`src/hdl/fup_pkg.sv`:
```
// fup_pkg: shared types and constants of the frame update pacer
// used by fup_cell, fup_div, frame_update_pacer and fup_checker; no dependencies
`timescale 1ns / 1ps

package fup_pkg;

  localparam int TIME_W  = 31;
  localparam int GRANT_W = 2;
  localparam int UPS_W   = 10;
  localparam int RATE_W  = 16;
  localparam int SEC_W   = 22;
  localparam int SLOW_W  = 8;

  // rate divider: 31-bit dividend, 20-bit divisor (span below one million)
  localparam int DIV_DW = 31;
  localparam int DIV_VW = 20;

  // elapsed seconds: drop three bits (divide by 8), then multiply by 2^35 / 125
  // rounded up, exact for any 28-bit value
  localparam int SEC_PRE = 3;
  localparam int SEC_RW  = 29;
  localparam int SEC_SH  = 35;
  localparam int SEC_PW  = DIV_DW - SEC_PRE + SEC_RW;
  localparam logic [SEC_RW-1:0] SEC_RECIP = 29'd274877907;

  localparam logic [UPS_W-1:0] UPS_RESET = 10'd100;

  localparam logic signed [32:0] GAP_MAX     = 33'sd100000;
  localparam logic signed [32:0] SPAN_MAX    = 33'sd1000000;
  localparam logic signed [32:0] SLOW_LIMIT  = 33'sd25000;
  localparam logic signed [32:0] GRANT2_MIN  = 33'sd2000;
  localparam logic [31:0]        TOTAL_MAX   = 32'd255000;
  localparam logic [DIV_DW-1:0]  MS_PER_S    = 31'd1000;
  localparam logic [SEC_W-1:0]   SEC_SAT     = 22'h3FFFFF;
  localparam logic [RATE_W-1:0]  RATE_SAT    = 16'hFFFF;
  localparam logic [SLOW_W-1:0]  SLOW_SAT    = 8'hFF;
  localparam int                 PACE_MIN    = 8;

  localparam logic [GRANT_W-1:0] GRANT_ONE = 2'd1;
  localparam logic [GRANT_W-1:0] GRANT_TWO = 2'd2;

  typedef enum logic {
    REQ_FRAME = 1'b0,
    REQ_FLUSH = 1'b1
  } req_e;

  typedef struct packed {
    logic [TIME_W-1:0]  time_ms;
    logic [GRANT_W-1:0] grant;
  } entry_t;

  typedef struct packed {
    logic shift;
    logic load;
  } cell_ctrl_t;

endpackage

```
`src/hdl/fup_cell.sv`:
```
// fup_cell: one slot of the frame history chain (frame time and granted count)
// depends on fup_pkg for entry_t and cell_ctrl_t
`timescale 1ns / 1ps

module fup_cell (
  input  logic                clk_i,
  input  fup_pkg::cell_ctrl_t ctrl_i,
  input  fup_pkg::entry_t     neighbour_i,
  input  fup_pkg::entry_t     load_i,
  output fup_pkg::entry_t     entry_o
);
  import fup_pkg::*;

  entry_t entry_q, entry_d;

  // a direct load wins over the shift from the upper neighbour
  always_comb begin
    entry_d = entry_q;
    if (ctrl_i.load) begin
      entry_d = load_i;
    end else if (ctrl_i.shift) begin
      entry_d = neighbour_i;
    end
  end

  always_ff @(posedge clk_i) begin
    entry_q <= entry_d;
  end

  assign entry_o = entry_q;

endmodule

```
`config.mk`:
```
export PLATFORM = sky130hd
export DESIGN_NAME = fup_cell
export DESIGN_NICKNAME = d
export VERILOG_FILES = /design/src/hdl/fup_pkg.sv /design/src/hdl/fup_cell.sv
export SDC_FILE = /design/constraint.sdc
export NUM_CORES = 1
export LEC_CHECK = 0
export BUFFER_PORTS_ARGS = -buffer_cell sky130_fd_sc_hd__buf_4
export CORE_AREA = 2 2 75 56
export CTS_BUF_LIST = sky130_fd_sc_hd__clkbuf_4 sky130_fd_sc_hd__clkbuf_8
export CTS_CLUSTER_DIAMETER = 120
export CTS_CLUSTER_SIZE = 14
export DETAILED_ROUTE_END_ITERATION = 10
export DIE_AREA = 0 0 77 58
export PLACE_DENSITY = 0.79
export SYNTH_ARGS = -nofsm -noshare
export SYNTH_HDL_FRONTEND = slang
export SYNTH_SLANG_ARGS = --single-unit
```
`constraint.sdc`:
```
create_clock -name clk_i -period 2.1 [get_ports clk_i]
set_clock_uncertainty 0.2 [all_clocks]
set_input_delay 0.21 -clock clk_i [delete_from_list [all_inputs] [get_ports clk_i]]
set_output_delay 0.21 -clock clk_i [all_outputs]
set_load 0.1 [all_outputs]
```
# Word level (Yosys, flattened, before mapping)
# Cells that the tools add are included.
# word_totals
register_bits	33
latch_bits	0
ram_bits	0
romBits	0
inputBits	69
out_inout_bits	33
word_cells	5
n_memories	0
# op_classes
add_sub_neg	0
mul	0
div_mod_pow	0
magnitude_cmp	0
eq_ne	0
shifts	0
mux	2
bitwise	0
n_reduce_logical	1
# ops
cell	count
two-way mux 33 bit	2
nonzero test 2 bit	1

# Logic depth before layout (Yosys ltp)
# logic_depth
ltp_word	2
depth_mapped	3
ltp_nobuf	1

# Least setup slack after synthesis
# Ideal clock, no wire load.
# synth_timing
path_type	input to register
from	in ctrl_i[0] (netlist name)
to	reg entry_q, in the netlist entry_o[0], enable pin
setup_ns	0.392
arrival_time_ns	1.260
required_time_ns	1.508
slack_ns	0.249
stages	3
path_buffers	2
path_cell_list	buf_6 buf_12 or2_1
# synth_via
elab_chain_len	1
# synth_lines
item	line	text
start: declaration	fup_cell.sv:7	input fup_pkg::cell_ctrl_t ctrl_i,
nonzero test 2 bit (no source line)	-	
end signal: assignment	fup_cell.sv:27	entry_q <= entry_d;
end: declaration	fup_cell.sv:14	entry_t entry_q, entry_d;
# Every way passes these cells.
# A chain may end at the register's enable or synchronous reset.

# Worst setup path after layout
# layout_timing
from	reg entry_q, in the netlist entry_o[23]
to	out entry_o[23] (netlist name)
# layout_lines
item	line	text
end: declaration	fup_cell.sv:10	output fup_pkg::entry_t entry_o
# No word-level cell between the ends.

==> impl_metrics.csv <==
group,metric,value,unit
detailed_routing,drtAntennaViolNets,0,
pwr,pwr-share-comb,40.1,%
hold_path,min_from,"neighbour_i[2]",
clocking,cts_tree,"done",
clocking,cts_buffer_depth,2,
sta,final.period_utilization,64.0,%
worst_setup_path,critPathCapture,"entry_o[23]",
logic_synthesis,yosys-top-cells-count,"edfxtp_1 (33), mux2_4 (29), mux2_2 (4), buf_12 (3)",
grt,grt_util_all_layers,16.8,%
detailed_routing,drtIter0Drc,37,
logic_synthesis,synthTopCellsByArea,"edfxtp_1 (64%), mux2_4 (28%), buf_12 (3.9%)",
worst_setup_path,crit_arrival,0.93,ns
detailed_routing,drc,0,
worst_setup_path,cp-start-kind,"register",
logic_synthesis,yosysTopAreaCell,"edfxtp_1",
grt,grt_start_max_net_pins,24,
final_layout,nets,247,
clocking,htree_levels,2,
worst_setup_path,crit_type,"register to output port",
floorplanning,dieWidth,77,um
final_layout,final_cell_area,2420,um^2
floorplanning,start_util,41.2,%
worst_setup_path,critPathLaunch,"entry_o[23]",
logic_synthesis,syn_nets,140,
worst_setup_path,critPathMaxStageDelay,0.36,ns
detailed_routing,dr_total_vias,1032,
pwr,p_per_area,884,nW/um^2
logic_synthesis,ys_ff_latch,33,
logic_synthesis,synth_edf_count,33,
sta,min_period,1.34,ns
clocking,ctsResizeCount,0,
pwr,irDropWorstVdd,448,uV
floorplanning,pin_count,102,
logic_synthesis,async_flop_share,0,%
logic_synthesis,synth_compound_gate_area_share,0,%
logic_synthesis,yosys.area_share.simple,0.404,%
grt,grt_pass1_vias,1149,
logic_synthesis,synthXorXnorAreaFrac,0,%
placement,gp_congestion,0.666,
worst_setup_path,cp_top_family,"flip-flops",
logic_synthesis,ys_warn_count,0,
sta,worst_pin_slew,0.332,ns
logic_synthesis,syn_inst,71,
logic_synthesis,avgSynthCellArea,21.8,um^2
logic_synthesis,synth_top_family_by_area,"multiplexers",
job,drv_cap,0,
worst_setup_path,path_cells,"buf_4",
final_layout,antenna_cells,0,
logic_synthesis,synth_top_flop_cell,"edfxtp_1",
sta,slew_headroom,77.9,%
worst_setup_path,worstSetupEndpointType,"output port",
worst_setup_path,critical_path_buf_inv_count,1,
floorplanning,core-area,3760,um^2
worst_setup_path,cp.required,1.69,ns
detailed_routing,routedWlPerCell,15.5,um
grt,grt-ovfl-total,0,
clocking,cts_hold_buf,0,
pwr,power.internal,1290,uW
floorplanning,dieHeight,58,um
floorplanning,rows,19,
sta,finalHoldViolations,0,
detailed_routing,wirelength,3.57,mm
clocking,cts-root-buf,"clkbuf_8",
pwr,p_clk_share,21.0,%
sta,final-max-slew-violation-count,0,
logic_synthesis,synth.most_common_cell,"edfxtp_1",
logic_synthesis,synth.cell_area,1550,um^2
hold_path,min_path_type,"input pin to register",
worst_setup_path,cp_max_fo,1,
grt,grt_pass1_wl,5.50,mm
clocking,postCtsSetupBuffers,0,
clocking,cts_buffers,5,
pwr,power.switching,847,uW
worst_setup_path,cp_slowest_cell,"edfxtp_1",
worst_setup_path,cp.depth,1,
final_layout,fillCellCount,298,
logic_synthesis,synth_cell_types,6,
sta,rsz0062_at_grt,"no",
pwr,sequentialPowerShare,38.9,%
placement,dpl-instance-area,2340,um^2
final_layout,largest_reg_flops,33,
final_layout,syn_to_final_growth,56.0,%
sta,tns,0,ns
logic_synthesis,synthAdderAreaFrac,0,%
logic_synthesis,synthMuxAreaShare,31.0,%
sta,fmaxAchievable,745,MHz
floorplanning,dieArea,4470,um^2
placement,port_buffers,101,
grt,grt_antenna_before_repair,0,
logic_synthesis,synth_top_area_share,64.0,%
clocking,clkTransAtPathRegs,0.07,ns
detailed_routing,firstDrtPassIters,4,
clocking,clock-sinks,33,
final_layout,layout-drive-gt1-share,80.3,%
pwr,sw_frac_of_total,39.7,%
detailed_routing,vias_per_cell,4.49,
logic_synthesis,yosysSeqAreaShare,64.0,%
pwr,leakagePower,0.00114,uW
sta,setup_viol,0,
outcome,status,"finished, final reports clean",
area by class of cell:
cell class	instances	area [um^2]	area share, %
well taps	52	65.1	2.69
repair buffers	104	793	32.8
clock inverters	1	3.75	0.155
multi-input cells	34	487	20.1
clock buffers	6	76.3	3.16
flip-flops and latches	33	991	41.0
metal layers:
| metal | track usage [%] | wire length, um | vias up |
|---|---|---|---|
| li1 | - | - | 487 |
| met1 | 16.3 | 1220 | 489 |
| met2 | 32.0 | 2000 | 53 |
| met3 | 6.07 | 316 | 3 |
| met4 | 8.42 | 32 | 0 |
| met5 | 0 | 0 | - |
how the worst min path moves through the flow:
stage / slack (ns) / depth (start not counted) / end
after floorplan: 0.23 / 1 / entry_o[10]
after global placement: 0.31 / 2 / entry_o[23]
after detailed placement: 0.31 / 2 / entry_o[25]
after CTS: 0.02 / 2 / entry_o[8]
after global routing: 0.02 / 2 / entry_o[26]
final: 0.03 / 2 / entry_o[2]
kinds of logic after synthesis:
family | Yosys count
muxes | 33
buffers and inverters | 4
DFF | 33
and+or+nand+nor | 1
power by group through the flow:
stage | Sequential [uW] | Combinational (uW) | Clock [uW]
final | 831 | 855 | 449
after CTS | 833 | 861 | 467
after global placement | 844 | 851 | 0
after detailed placement | 846 | 860 | 0
after floorplan | 1370 | 115 | 0
after global routing | 837 | 878 | 491
metrics by stage:
| stage | total power (uW) | utilization (%) | cells | hold slack, ns | setup WS [ns] |
|---|---|---|---|---|---|
| floorplan | 1490 | - | 71 | 0.227 | 0.249 |
| global placement | 1690 | 62.2 | 223 | 0.311 | 0.600 |
| detailed placement | 1710 | 62.2 | 223 | 0.313 | 0.561 |
| CTS | 2160 | 64.3 | 230 | 0.0152 | 0.732 |
| global route | 2210 | 64.3 | 230 | 0.0150 | 0.724 |
| finish | 2140 | 64.3 | 230 | 0.0265 | 0.757 |
cells in the final DEF, fill, tap and decap left out, drive strengths merged:
| master | count |
|---|---|
| buf | 104 |
| clkbuf | 6 |
| clkinv | 1 |
| edfxtp | 33 |
| mux2 | 33 |
| or2 | 1 |
Power figures use the tool's default switching activity.
