`config.mk`:
```
export PLATFORM = sky130hd
export DESIGN_NAME = fup_div
export DESIGN_NICKNAME = d
export VERILOG_FILES = /design/src/hdl/fup_pkg.sv /design/src/hdl/fup_div.sv
export SDC_FILE = /design/constraint.sdc
export NUM_CORES = 1
export LEC_CHECK = 0
export ABC_AREA = 1
export BUFFER_PORTS_ARGS = -buffer_cell sky130_fd_sc_hd__buf_2
export CAP_MARGIN = 15
export CORE_ASPECT_RATIO = 1.5
export CORE_MARGIN = 5
export CORE_UTILIZATION = 56
export DETAILED_ROUTE_END_ITERATION = 8
export PLACE_DENSITY = 0.91
export SYNTH_ARGS = -nofsm -noshare
export SYNTH_HDL_FRONTEND = slang
export SYNTH_SLANG_ARGS = --single-unit
```
`constraint.sdc`:
```
create_clock -name clk_i -period 2.2 [get_ports clk_i]
set_input_delay 0.44 -clock clk_i [delete_from_list [all_inputs] [get_ports clk_i]]
set_output_delay 0.44 -clock clk_i [all_outputs]
set_load 0.005 [all_outputs]
```
`src/hdl/fup_pkg.sv`:
```
// fup_pkg: shared types and constants of the frame update pacer
// used by fup_cell, fup_div, frame_update_pacer and fup_checker; no dependencies
`timescale 1ns / 1ps

package fup_pkg;

  localparam int TIME_W  = 31;
  localparam int GRANT_W = 2;
  localparam int UPS_W   = 10;
  localparam int RATE_W  = 16;
  localparam int SEC_W   = 22;
  localparam int SLOW_W  = 8;

  // rate divider: 31-bit dividend, 20-bit divisor (span below one million)
  localparam int DIV_DW = 31;
  localparam int DIV_VW = 20;

  // elapsed seconds: drop three bits (divide by 8), then multiply by 2^35 / 125
  // rounded up, exact for any 28-bit value
  localparam int SEC_PRE = 3;
  localparam int SEC_RW  = 29;
  localparam int SEC_SH  = 35;
  localparam int SEC_PW  = DIV_DW - SEC_PRE + SEC_RW;
  localparam logic [SEC_RW-1:0] SEC_RECIP = 29'd274877907;

  localparam logic [UPS_W-1:0] UPS_RESET = 10'd100;

  localparam logic signed [32:0] GAP_MAX     = 33'sd100000;
  localparam logic signed [32:0] SPAN_MAX    = 33'sd1000000;
  localparam logic signed [32:0] SLOW_LIMIT  = 33'sd25000;
  localparam logic signed [32:0] GRANT2_MIN  = 33'sd2000;
  localparam logic [31:0]        TOTAL_MAX   = 32'd255000;
  localparam logic [DIV_DW-1:0]  MS_PER_S    = 31'd1000;
  localparam logic [SEC_W-1:0]   SEC_SAT     = 22'h3FFFFF;
  localparam logic [RATE_W-1:0]  RATE_SAT    = 16'hFFFF;
  localparam logic [SLOW_W-1:0]  SLOW_SAT    = 8'hFF;
  localparam int                 PACE_MIN    = 8;

  localparam logic [GRANT_W-1:0] GRANT_ONE = 2'd1;
  localparam logic [GRANT_W-1:0] GRANT_TWO = 2'd2;

  typedef enum logic {
    REQ_FRAME = 1'b0,
    REQ_FLUSH = 1'b1
  } req_e;

  typedef struct packed {
    logic [TIME_W-1:0]  time_ms;
    logic [GRANT_W-1:0] grant;
  } entry_t;

  typedef struct packed {
    logic shift;
    logic load;
  } cell_ctrl_t;

endpackage

```
`src/hdl/fup_div.sv`:
```
// fup_div: restoring divider, one quotient bit per cycle
// depends on fup_pkg for the dividend and divisor widths
`timescale 1ns / 1ps

module fup_div (
  input  logic                        clk_i,
  input  logic                        rst_ni,
  input  logic                        start_i,
  input  logic [fup_pkg::DIV_DW-1:0]  dividend_i,
  input  logic [fup_pkg::DIV_VW-1:0]  divisor_i,
  output logic                        done_o,
  output logic [fup_pkg::DIV_DW-1:0]  quotient_o
);
  import fup_pkg::*;

  localparam int CW = $clog2(DIV_DW + 1);

  logic [DIV_DW-1:0] dvd_q, dvd_d;
  logic [DIV_VW-1:0] rem_q, rem_d;
  logic [DIV_VW-1:0] dsr_q;
  logic [CW-1:0]     cnt_q;
  logic              busy_q, done_q;
  logic [DIV_VW:0]   rem_sh;
  logic              q_bit;

  always_comb begin
    rem_sh = {rem_q, dvd_q[DIV_DW-1]};
    q_bit  = (rem_sh >= {1'b0, dsr_q});
    rem_d  = q_bit ? DIV_VW'(rem_sh - {1'b0, dsr_q}) : rem_sh[DIV_VW-1:0];
    dvd_d  = {dvd_q[DIV_DW-2:0], q_bit};
  end

  always_ff @(posedge clk_i or negedge rst_ni) begin
    if (!rst_ni) begin
      busy_q <= 1'b0;
      done_q <= 1'b0;
      cnt_q  <= '0;
    end else begin
      done_q <= !start_i && busy_q && (cnt_q == CW'(1));
      if (start_i) begin
        busy_q <= 1'b1;
        cnt_q  <= CW'(DIV_DW);
      end else if (busy_q) begin
        cnt_q <= cnt_q - CW'(1);
        if (cnt_q == CW'(1)) begin
          busy_q <= 1'b0;
        end
      end
    end
  end

  always_ff @(posedge clk_i) begin
    if (start_i) begin
      dvd_q <= dividend_i;
      rem_q <= '0;
      dsr_q <= divisor_i;
    end else if (busy_q) begin
      dvd_q <= dvd_d;
      rem_q <= rem_d;
    end
  end

  assign done_o     = done_q;
  assign quotient_o = dvd_q;

endmodule

```
; ---- Word level (Yosys, flattened, before mapping)
; Cells that the tools add are included.
[totals]
wordCells = 22
in_bits = 54
reg_bits = 78
latch_bits = 0
rom_bits = 0
memories = 0
ramBits = 0
output_inout_bits = 32
[classes]
reduce_logical = 4
n_addsub = 2
bitwise_logic = 0
n_lt_le_gt_ge = 1
shift = 0
n_div = 0
multipliers = 0
eq_ne = 1
mux = 8
[op_table]
columns = cell, n
row1 = 31-bit 2-to-1 mux, 2
row2 = 21-bit by 20-bit >= comparator with 1-bit output, 1
row3 = 20-bit 2-to-1 mux, 1
row4 = 20-bit subtractor, 1
row5 = 5-bit 2-to-1 mux, 2
row6 = 5-bit by 1-bit == test with 1-bit output (second input constant), 1
row7 = 5-bit by 1-bit subtractor with 5-bit output (second input constant), 1
row8 = 1-bit 2-to-1 mux, 3
row9 = 1-bit logical AND, 2
row10 = 2-bit nonzero test, 1
row11 = 1-bit logical NOT, 1

; ---- Depth between registers and ports, before layout
[logic_depth]
depth_word = 4
depth_mapped = 15
ltp_nobuf = 14

; ---- Worst setup path before layout
; OpenSTA, ideal clock, no wires.
[synth_path]
path_kind = input -> register
start = input port start_i
end = register dvd_q[0] (netlist: quotient_o[0]), enable pin
n_path_buf = 1
required_time_ns = 1.655
path_slack_ns = 0.086
stages = 3
arrival_ns = 1.569
setup_time_ns = 0.545
path_cell_list = clkbuf_1 > nor2_1 > clkinv_1
[synth_between]
elab_chain_len = 1
[synth_rtl]
columns = item, line_no
row1 = start: declaration, fup_div.sv:8  ; input logic start_i,
row2 = 2-bit nonzero test (no line), -
row3 = end signal: assignment, fup_div.sv:54  ; dvd_q <= dividend_i;
row4 = end signal: assignment, fup_div.sv:58  ; dvd_q <= dvd_d;
row5 = end: declaration, fup_div.sv:18  ; logic [DIV_DW-1:0] dvd_q, dvd_d;
; No other way between the ends.
; A chain may end at the register's enable or synchronous reset.

; ---- Worst setup path after layout
[layout_path]
start = register dsr_q[8]
end = register rem_q[18]
[layout_between]
elab_chain_len = 2
word_cells_on_any_way = 3
classes_between = add/sub: 1 / order compare: 1 / mux: 1
[layout_rtl]
columns = item, line_no
row1 = start: declaration, fup_div.sv:20  ; logic [DIV_VW-1:0] dsr_q;
row2 = start signal: assignment, fup_div.sv:56  ; dsr_q <= divisor_i;
row3 = 20-bit subtractor / 21-bit by 20-bit >= comparator with 1-bit output (equally long branches), "fup_div.sv:29, fup_div.sv:28"
row4 = 20-bit 2-to-1 mux *, fup_div.sv:29  ; rem_d = q_bit ? DIV_VW'(rem_sh - {1'b0, dsr_q}) : rem_sh[DIV_VW-1:0];
row5 = end signal: assignment, fup_div.sv:59  ; rem_q <= rem_d;
row6 = end: declaration, fup_div.sv:19  ; logic [DIV_VW-1:0] rem_q, rem_d;
; Every way passes the cells marked *; elsewhere a longest branch is shown, timed or not.

==> run metrics <==
number of filler cells placed in the layout between 700 and 800; Final nets about 780; outcome finished, final reports clean; global-route wire length before repair 19500 µm; Critical Path Source dsr_q[8]$_DFFE_PP_; Synth async-reset ratio 8.97%; FF-to-FF setup slack approximately 0.12 ns; htree depth 3; Routed WL per cell about 14 µm; startpoint types flip-flop; antenna violations before repair 0; final worst-path cycle share 94.4%; fmax ~480 MHz; clock root buffer clkbuf_16; total power ~5.8 mW; CTS tree done; core area 8310 µm²; commonest non-fill, non-tap cell in the layout nand2_1; Yosys cell types 36; EDFF count, synth around 50; max_slew headroom between 70 and 80%; Antenna Nets Post-Route 0; drt total wl ~12000 µm; Tot GR Track Use 24.0%; Slew Limit Fails 0; register bit total from synthesis 78; post-synthesis cell area roughly 4700 µm²; RePlAce Congestion around 0.94; CTS clk-pin slew, worst paths roughly 0.06 ns; DRT iter0 DRCs approximately 190; Reg area 2110 µm²; Final Hold Vio Count 0; Worst-Margin Slew ~0.36 ns; starting density of the core between 50% and 60%; top cells by area, synth edfxtp_1 33%, nand2_1 18%, dfxtp_1 8.5%; max_cap viols 0; Pre-antenna DRT Iters 4; sequential area share after synthesis 44.8%; reg2reg path depth 15; Die ar. around 10000 µm²; fraction of layout cells with a size suffix above 1 20.9%; clk sink count between 70 and 80; Crit Path Class reg -> reg; Longest Clk Path Bufs 2; Cells after Synth 605; Clock Latency Late Sink 0.34 ns; worst r2r src dsr_q[8]$_DFFE_PP_; Worst Path Arrival between 2 and 2.5 ns; area grow syn2layout 18.5%; area of the multi-input gates around 2100 µm²; DRC 0; CTS Buf Count 9; vias per cell between 5 and 6; Synth area leader edfxtp_1; Setup Skew ~0.007 ns; post-layout minimum cycle time roughly 2.1 ns; routed via count 4253; syn_nets 682; worst setup path endpoint rem_q[18]$_SDFFE_PP0P_; Hold Slack 0.268 ns; PD cells 1050 nW/µm²; Lkg Pwr ~3 nW; critical path endpoint category flip-flop; vias in the first global route between 4000 and 5000; Max IR drop VDD around 0.00056 V; reg2reg end rem_q[18]$_SDFFE_PP0P_; Ys Warns 0; most frequent cells in the layout 223 x nand2_1, 88 x inv_1, 85 x buf_2, 51 x nand3_1, 51 x edfxtp_1; crit path max fanout 10; ant diodes 0; I/O pin cnt 86; grt ovf 0; worst hold path type in -> reg; Core Rows between 40 and 50; Post-Syn Area per Cell between 7 and 8 µm²; Die Ht about 120 µm; Buffers on Ports 85; Yosys top cell area share around a third; most used flip-flop cell after synthesis edfxtp_1; Die Span X about 85 µm; Post-DP HPWL roughly 9000 µm; pin count of the biggest net entering global routing 34; setup violators final 0; Worst EP required 2.44 ns
[routing by layer]
layer / global-route usage (%) / share of wire (%)
met1: 24.0 / 36
met2: 45.4 / 54
met3: 5.04 / 5.3
met4: 13.3 / 4.1
met5: 0 / 0
[metrics by stage]
stage | cells | util (%) | cell area (µm²) | setup WS [ns] | TNS, ns
6_report | 810 | 67.0 | 5570 | 0.123 | 0
5_1_grt | 810 | 67.0 | 5570 | -0.00164 | -0.00164
4_1_cts | 809 | 66.8 | 5550 | 0.106 | 0
3_5_place_dp | 792 | 63.1 | 5240 | 0.125 | 0
3_3_place_gp | 792 | 63.1 | 5240 | 0.156 | 0
2_1_floorplan | 605 | - | 4700 | 0.0861 | 0
[final cells by class]
type,count,share of cell area [%]
Timing Repair Buffer,98,9.50
Inverter,95,6.40
Clock buffer,9,4.04
Tap cell,107,2.40
Multi-Input combinational cell,416,38.6
Sequential cell,78,37.8
Clock inverter,7,1.24
[report_power, final]
part | internal (mW) | switching (mW) | leakage, nW
sequential | 1.80 | 0.134 | 0.772
combinational | 0.904 | 1.50 | 2.01
clock | 0.881 | 0.622 | 0.146
[worst max-delay path, stage by stage (launching register included)]
cell,delay (ns)
edfxtp_1,0.32
inv_1,0.04
ha_1,0.34
nand2_1,0.09
nand2_1,0.10
clkinv_1,0.06
nand2_1,0.12
a21oi_2,0.18
nand2_2,0.10
nand2_4,0.11
buf_6,0.16
nand3_2,0.07
nand2_1,0.06
clkinv_1,0.08
nand2_1,0.07
nand2_1,0.05
[state kept, by name, indices dropped and copies added (netlist names)]
| name | count |
|---|---|
| done_o | 1 |
| busy_q | 1 |
| dsr_q | 20 |
| quotient_o | 31 |
| cnt_q | 5 |
| rem_q | 20 |
[logic make-up (layout without fill, tap and decap cells)]
logic type      count (synthesis)  count (layout)  share of synthesized area, %
xor+xnor                        9               9                          1.68
buf+inv                       111             209                          9.69
flops                          78              78                          44.8
simple gates                  349             349                          33.5
fa+ha+maj                      23              23                          6.28
compound gates                 35              35                          4.07
[cells in the mapped netlist, types with 9 or more instances]
master    number
nor2_1        25
nand2_1      223
inv_1         88
dfxtp_1       20
ha_1          22
nand3b_1       9
nand2_2       12
a21oi_1       14
nand3_1       51
nand3_2       11
o21ai_1        9
edfxtp_1      51
[worst min path at each step]
stage / startpoint / endpoint / slack (ns) / cells past startpoint
floorplan: rst_ni / busy_q$_DFF_PN0_ / 0.14 / 0
finish: divisor_i[4] / dsr_q[4]$_DFFE_PP_ / 0.27 / 1
global placement: rst_ni / done_o$_DFF_PN0_ / 0.28 / 1
global route: divisor_i[14] / dsr_q[14]$_DFFE_PP_ / 0.26 / 1
detailed placement: rst_ni / done_o$_DFF_PN0_ / 0.28 / 1
CTS: divisor_i[4] / dsr_q[4]$_DFFE_PP_ / 0.26 / 1
[what timing repair did]
action / CTS / global route
hold buffers: 1 / 0
setup endpoints to repair: 0 / 8
hold endpoints to repair: 7 / 0
resized for setup: 0 / 3
setup buffers: 0 / 1
No activity file was read; power rests on OpenSTA's default activity.
